### src/rtl/core/assert_macros.svh
// assertion macros used by the rtl of the interpolator
`ifndef ASSERT_MACROS_SVH
`define ASSERT_MACROS_SVH
`ifndef SYNTHESIS
`define QEI_ASSERT(label, clk, rstn, prop) \
  label: assert property (@(posedge clk) disable iff (!(rstn)) prop) \
    else $error("assertion failed: label");
`define QEI_ASSERT_NEVER(label, clk, rstn, expr) \
  label: assert property (@(posedge clk) disable iff (!(rstn)) !(expr)) \
    else $error("forbidden condition: label");
`else
`define QEI_ASSERT(label, clk, rstn, prop)
`define QEI_ASSERT_NEVER(label, clk, rstn, expr)
`endif
`endif

### src/rtl/core/qei_pkg.sv
// types and constants of the quadratic ease interpolator
package qei_pkg;

  localparam int unsigned VAL_W   = 32;
  localparam int unsigned RATIO_W = 17;
  localparam int unsigned OP_W    = 3;

  localparam logic [RATIO_W-1:0] ONE_Q16  = 17'd65536;
  localparam logic [RATIO_W-1:0] HALF_Q16 = 17'd32768;

  typedef enum logic [OP_W-1:0] {
    OP_LINEAR = 3'd0,
    OP_IN     = 3'd1,
    OP_OUT    = 3'd2,
    OP_IN_OUT = 3'd3,
    OP_OUT_IN = 3'd4
  } ease_op_t;

  typedef enum logic [1:0] {
    SHAPE_LIN = 2'd0,
    SHAPE_IN  = 2'd1,
    SHAPE_OUT = 2'd2
  } shape_t;

endpackage

### src/rtl/core/quadratic_ease_interpolator.sv
// quadratic ease interpolator: start + p*(end-start) in q16.16, p shaped by the ease mode
// pipeline: four register stages, out_tvalid is the valid bit of the fourth stage
// throughput: one request per cycle while out_tready does not stall; the two multipliers sit in separate stages
// bubbles close up behind a stalled result; input stalls only when all four stages are full
// reset: synchronous active-low rst_n clears every stage valid bit; data registers hold
`include "assert_macros.svh"

module quadratic_ease_interpolator (
  input  logic        clk,
  input  logic        rst_n,
  input  logic        in_tvalid,
  output logic        in_tready,
  input  logic [87:0] in_tdata,   // start_value[31:0], end_value[63:32], ratio[80:64], zero pad
  input  logic [2:0]  in_tuser,   // operation[2:0]
  output logic        out_tvalid,
  input  logic        out_tready,
  output logic [31:0] out_tdata   // eased_value[31:0]
);

  localparam int unsigned VW = qei_pkg::VAL_W;
  localparam int unsigned RW = qei_pkg::RATIO_W;

  // per-stage ready
  logic rdy1, rdy2, rdy3, rdy4;
  logic v1_r, v2_r, v3_r, v4_r;

  assign rdy4 = !v4_r || out_tready;
  assign rdy3 = !v3_r || rdy4;
  assign rdy2 = !v2_r || rdy3;
  assign rdy1 = !v1_r || rdy2;
  assign in_tready = rdy1;

  // stage 1: saturate ratio, midpoint, pick segment
  logic signed [VW-1:0] s_in, e_in;
  logic [RW-1:0]        r_sat;
  logic signed [VW:0]   sum_se;
  logic signed [VW-1:0] mid;
  logic [RW:0]          dbl;
  logic [RW:0]          dbl_hi;
  logic [RW-1:0]        x_lo, x_hi;
  logic                 upper;

  logic signed [VW-1:0] a1_nxt, b1_nxt, a1_r, b1_r;
  logic [RW-1:0]        x1_nxt, x1_r;
  qei_pkg::shape_t      sh1_nxt, sh1_r;

  always_comb begin
    s_in   = $signed(in_tdata[31:0]);
    e_in   = $signed(in_tdata[63:32]);
    r_sat  = (in_tdata[80:64] > qei_pkg::ONE_Q16) ? qei_pkg::ONE_Q16 : in_tdata[80:64];
    sum_se = {s_in[VW-1], s_in} + {e_in[VW-1], e_in};
    mid    = sum_se[VW:1];
    dbl    = {r_sat, 1'b0};
    dbl_hi = dbl - {1'b0, qei_pkg::ONE_Q16};
    x_lo   = dbl[RW-1:0];
    x_hi   = dbl_hi[RW-1:0];
    upper  = (r_sat >= qei_pkg::HALF_Q16);
  end

  always_comb begin
    a1_nxt  = s_in;
    b1_nxt  = e_in;
    x1_nxt  = r_sat;
    sh1_nxt = qei_pkg::SHAPE_LIN;
    case (qei_pkg::ease_op_t'(in_tuser))
      qei_pkg::OP_IN:  sh1_nxt = qei_pkg::SHAPE_IN;
      qei_pkg::OP_OUT: sh1_nxt = qei_pkg::SHAPE_OUT;
      qei_pkg::OP_IN_OUT: begin
        if (upper) begin
          a1_nxt  = mid;
          x1_nxt  = x_hi;
          sh1_nxt = qei_pkg::SHAPE_OUT;
        end else begin
          b1_nxt  = mid;
          x1_nxt  = x_lo;
          sh1_nxt = qei_pkg::SHAPE_IN;
        end
      end
      qei_pkg::OP_OUT_IN: begin
        if (upper) begin
          a1_nxt  = mid;
          x1_nxt  = x_hi;
          sh1_nxt = qei_pkg::SHAPE_IN;
        end else begin
          b1_nxt  = mid;
          x1_nxt  = x_lo;
          sh1_nxt = qei_pkg::SHAPE_OUT;
        end
      end
      default: sh1_nxt = qei_pkg::SHAPE_LIN;
    endcase
  end

  // stage 2: square and difference
  logic [RW-1:0]        q2;
  logic [2*RW-1:0]      sq_full;
  logic [RW-1:0]        sq2_nxt, sq2_r;
  logic signed [VW:0]   d2_nxt, d2_r;
  logic signed [VW-1:0] a2_r;
  logic [RW-1:0]        x2_r;
  qei_pkg::shape_t      sh2_r;

  always_comb begin
    q2      = (sh1_r == qei_pkg::SHAPE_OUT) ? (qei_pkg::ONE_Q16 - x1_r) : x1_r;
    sq_full = q2 * q2;
    sq2_nxt = sq_full[RW+15:16];
    d2_nxt  = {b1_r[VW-1], b1_r} - {a1_r[VW-1], a1_r};
  end

  // stage 3: scale difference by shaped ratio
  logic [RW-1:0]           p3;
  logic signed [VW+RW+1:0] prod3_nxt, prod3_r;
  logic signed [VW-1:0]    a3_r;

  always_comb begin
    case (sh2_r)
      qei_pkg::SHAPE_IN:  p3 = sq2_r;
      qei_pkg::SHAPE_OUT: p3 = qei_pkg::ONE_Q16 - sq2_r;
      default:            p3 = x2_r;
    endcase
    prod3_nxt = d2_r * $signed({1'b0, p3});
  end

  // stage 4: add back the start
  logic signed [VW+RW-15:0] acc4;
  logic [VW-1:0]            out_nxt, out_r;

  always_comb begin
    acc4    = {{(RW-14){a3_r[VW-1]}}, a3_r} + prod3_r[VW+RW+1:16];
    out_nxt = acc4[VW-1:0];
  end

  always_ff @(posedge clk) begin
    if (!rst_n) begin
      v1_r <= 1'b0;
      v2_r <= 1'b0;
      v3_r <= 1'b0;
      v4_r <= 1'b0;
    end else begin
      if (rdy1) v1_r <= in_tvalid;
      if (rdy2) v2_r <= v1_r;
      if (rdy3) v3_r <= v2_r;
      if (rdy4) v4_r <= v3_r;
    end
  end

  always_ff @(posedge clk) begin
    if (rdy1) begin
      a1_r  <= a1_nxt;
      b1_r  <= b1_nxt;
      x1_r  <= x1_nxt;
      sh1_r <= sh1_nxt;
    end
    if (rdy2) begin
      sq2_r <= sq2_nxt;
      d2_r  <= d2_nxt;
      a2_r  <= a1_r;
      x2_r  <= x1_r;
      sh2_r <= sh1_r;
    end
    if (rdy3) begin
      prod3_r <= prod3_nxt;
      a3_r    <= a2_r;
    end
    if (rdy4) begin
      out_r <= out_nxt;
    end
  end

  assign out_tvalid = v4_r;
  assign out_tdata  = out_r;

  `QEI_ASSERT(a_full_when_blocked, clk, rst_n, !in_tready |-> (v1_r && v2_r && v3_r && v4_r))
  `QEI_ASSERT_NEVER(a_ratio_range, clk, rst_n, v1_r && (x1_r > qei_pkg::ONE_Q16))
  `QEI_ASSERT_NEVER(a_square_range, clk, rst_n, v2_r && (sq2_r > qei_pkg::ONE_Q16))
  `QEI_ASSERT(a_stage_moves, clk, rst_n, (v3_r && rdy4) |=> v4_r)

endmodule
### config.mk
export PLATFORM = sky130hd
export DESIGN_NAME = quadratic_ease_interpolator
export DESIGN_NICKNAME = d
export VERILOG_FILES = /design/src/rtl/core/qei_pkg.sv /design/src/rtl/core/quadratic_ease_interpolator.sv
export VERILOG_INCLUDE_DIRS = /design/src /design/src/rtl/core
export SDC_FILE = /design/constraint.sdc
export NUM_CORES = 2
export LEC_CHECK = 0
export CORE_MARGIN = 2
export CORE_UTILIZATION = 50
export DETAILED_ROUTE_END_ITERATION = 12
export DONT_BUFFER_PORTS = 1
export PLACE_DENSITY = 0.66
export SYNTH_ARGS = -nofsm -noshare
export SYNTH_HDL_FRONTEND = slang
export SYNTH_SLANG_ARGS = --single-unit
### constraint.sdc
create_clock -name clk -period 23.2 [get_ports clk]
set_input_delay 4.64 -clock clk [delete_from_list [all_inputs] [get_ports clk]]
set_output_delay 4.64 -clock clk [all_outputs]
set_load 0.01 [all_outputs]
==> run metrics <==
CTS Buf Count=34; post-synthesis area per instance=9.634 sq um; DRT antenna net count=0; CTS tree=yes; clock tree buffer depth=3; CP Capture Type=output pin; pre-CTS setup slack=13040 ps; Synth area leader=fa_1; Post-DP HPWL=71530 um; final setup vio count=0; starting density of the core=50.48%; Hold-fix buffers, CTS=0; highest layer used for signal routing=met4; total die area=83630 sq um; synth warn=0; dominant synthesized flop cell=edfxtp_1; clk slew on worst S/H paths=60 ps; largest net degree at the start of global routing=77; CP Class=primary input to output pin; vias in the first global route=29.72k; Starting DRT DRC Count=1627; post-synthesis cell type count=73; FF+latch count, synth=284; fin worst setup slack=13050 ps; GRT Util Overall=23.02%; Placer Congestion=0.9080; XOR/XNOR Fraction of Synth Area=3.532%; PostCTS Resize Cnt=0; adder and majority gate portion of the synthesized area=44.38%; H-tree depth=2; final hold vios=0; slack of the worst reg-to-reg path=13160 ps; worst slew pin tran=1152 ps; Post-Synth Simple-Gate Area=13.49%; root buffer cell=clkbuf_16; Synth async-reset ratio=0%; largest family of logic cells by synthesized area=adder cells; complex-gate fraction of the synthesized area=7.545%; Tcrit/Tclk final=43.74%; core area=80550 sq um; DR vias=27.95k; hold crit path type=flip-flop to flip-flop; detailed-router iteration count before antenna repair=5; Die Width=289.2 um; Tmin final=10150 ps; Die Y=289.2 um; Antenna Cells=0; Worst Path Arrival=5510 ps; startpoint types=primary input; top post-synthesis cells by area=fa_1 35%, edfxtp_1 21%, ha_1 9.5%; routed wl met3=4038 um; Final Max Tran Viols=0; Post-layout nets=5285; status=finished, final reports clean; Post-Syn Instances=4221; CP Cell Sequence=nor2b_1, and3_1, nand2_4; RSZ-0062 raised after global routing=false; Hold WS=412.9 ps; Seq/Total Area, Yosys=20.87%; wire per inst=17.37 um; Final Instance Area=43050 sq um; IO buf count=0; top-count cell post-synth=inv_1; first-pass GRT wire length=152200 um; total gr overflow=0; Syn Std Cell Area=40660 sq um; Yosys top cell area share=34.90%; f_max=98.55 MHz; Crit path required time=18560 ps; Synth-to-Final Area Change=5.874%; Post-Place Cell Area=41960 sq um; max incr delay on CP=370 ps; post-synthesis mux area share=0.2431%; IO Pins=129; row count=104; fraction of layout instances using a drive strength above 1=3.050%; Clk Latency, worst-skew pair=580 ps; routed metal-1 wire length=38900 um; Clock Sinks=284; most frequent cells after synthesis=938 x inv_1, 709 x fa_1, 553 x nand2_1; clk_skew=40.08 ps; crit path max fanout=20; # fillers=7336; total wire length=91340 um; Worst slew margin=22.92%; WL met2=46360 um; number of remaining DRC errors=0; antenna violations before repair=1; Synthesized Nets=5333; Setup TNS Final=0 ps; count of flip-flops with a built-in enable after synthesis=280; via/cell ratio=5.317; Post-CTS Setup Bufs=0; Crit-path slowest cell=and3_1; Max-Cap Viols=0
-- cell type report --
class	instances	area, sq um	share of cell area [%]
Sequential cell	284	8488	19.72
Clock inverter	16	205.2	0.4766
Multi-Input combinational cell	2863	28260	65.63
Inverter	945	3550	8.245
Timing Repair Buffer	45	337.8	0.7847
Clock buffer	44	888.4	2.063
Tap cell	1060	1326	3.081
-- sequential cells by signal, indices dropped and copies added (netlist names) --
name and cells:
sq2_r 17, b1_r 32, out_tdata 32, a1_r 32, prod3_r 32, out_tvalid 1, v2_r 1, d2_r 33
sh2_r 2, x1_r 17, x2_r 17, v3_r 1, a3_r 32, v1_r 1, a2_r 32, sh1_r 2
-- worst max-delay path, delay by kind of cell --
family,cells,cell delay [ps]
and+or+nand+nor,3,860
-- layer usage --
metal	up-vias	track usage (%)
li1	12970	-
met1	14182	30.76
met2	662	40.47
met3	137	2.276
met4	0	5.490
met5	-	0
-- placed cells by master, fill, tap and decap left out, types with 5 or more instances in the layout --
cell type	count
o22ai_1	5
and3_1	22
a21boi_0	7
xor2_1	55
a31oi_1	8
mux2_2	7
o21a_1	31
o21ai_4	6
nand2_1	550
o31ai_1	9
xnor2_1	109
ha_1	308
fa_1	709
nor4_1	14
clkbuf_16	34
nor3_1	30
edfxtp_1	280
nand2b_1	25
clkbuf_1	10
nand4_1	8
clkinv_1	9
nor2b_1	122
a21oi_1	143
a21o_1	64
nor2_1	182
or4_1	6
o21ai_1	15
a211oi_1	9
or3_1	6
nand3_1	34
inv_1	937
and2_1	160
o21ai_0	129
o21bai_1	11
o211ai_1	9
buf_4	45
-- worst paths after layout --
| path | start | endpoint | cells past startpoint |
|---|---|---|---|
| worst max-delay path | out_tready | in_tready | 3 |
| worst min register to register | a2_r[20] | a3_r[20] | 0 |
| worst min-delay path | a2_r[20] | a3_r[20] | 0 |
| worst max register to register | sh2_r[0] | prod3_r[44] | 29 |
-- per-stage QoR --
stage / util [%] / std cells
2_1_floorplan: - / 4221
3_3_place_gp: 52.09 / 5197
3_5_place_dp: 52.09 / 5197
4_1_cts: 53.45 / 5257
5_1_grt: 53.45 / 5257
6_report: 53.45 / 5257
-- kinds of logic after synthesis --
| family | after synthesis |
|---|---|
| muxes | 9 |
| buffers and inverters | 1074 |
| and+or+nand+nor | 1177 |
| AOI/OAI and AO/OA | 496 |
| DFF | 284 |
| adders and majority gates | 1017 |
| xor gates and xnor gates | 164 |
Power is left out: the tool's default activity adds up to more than one toggle a clock period on the data nets, which glitch-free logic cannot reach.
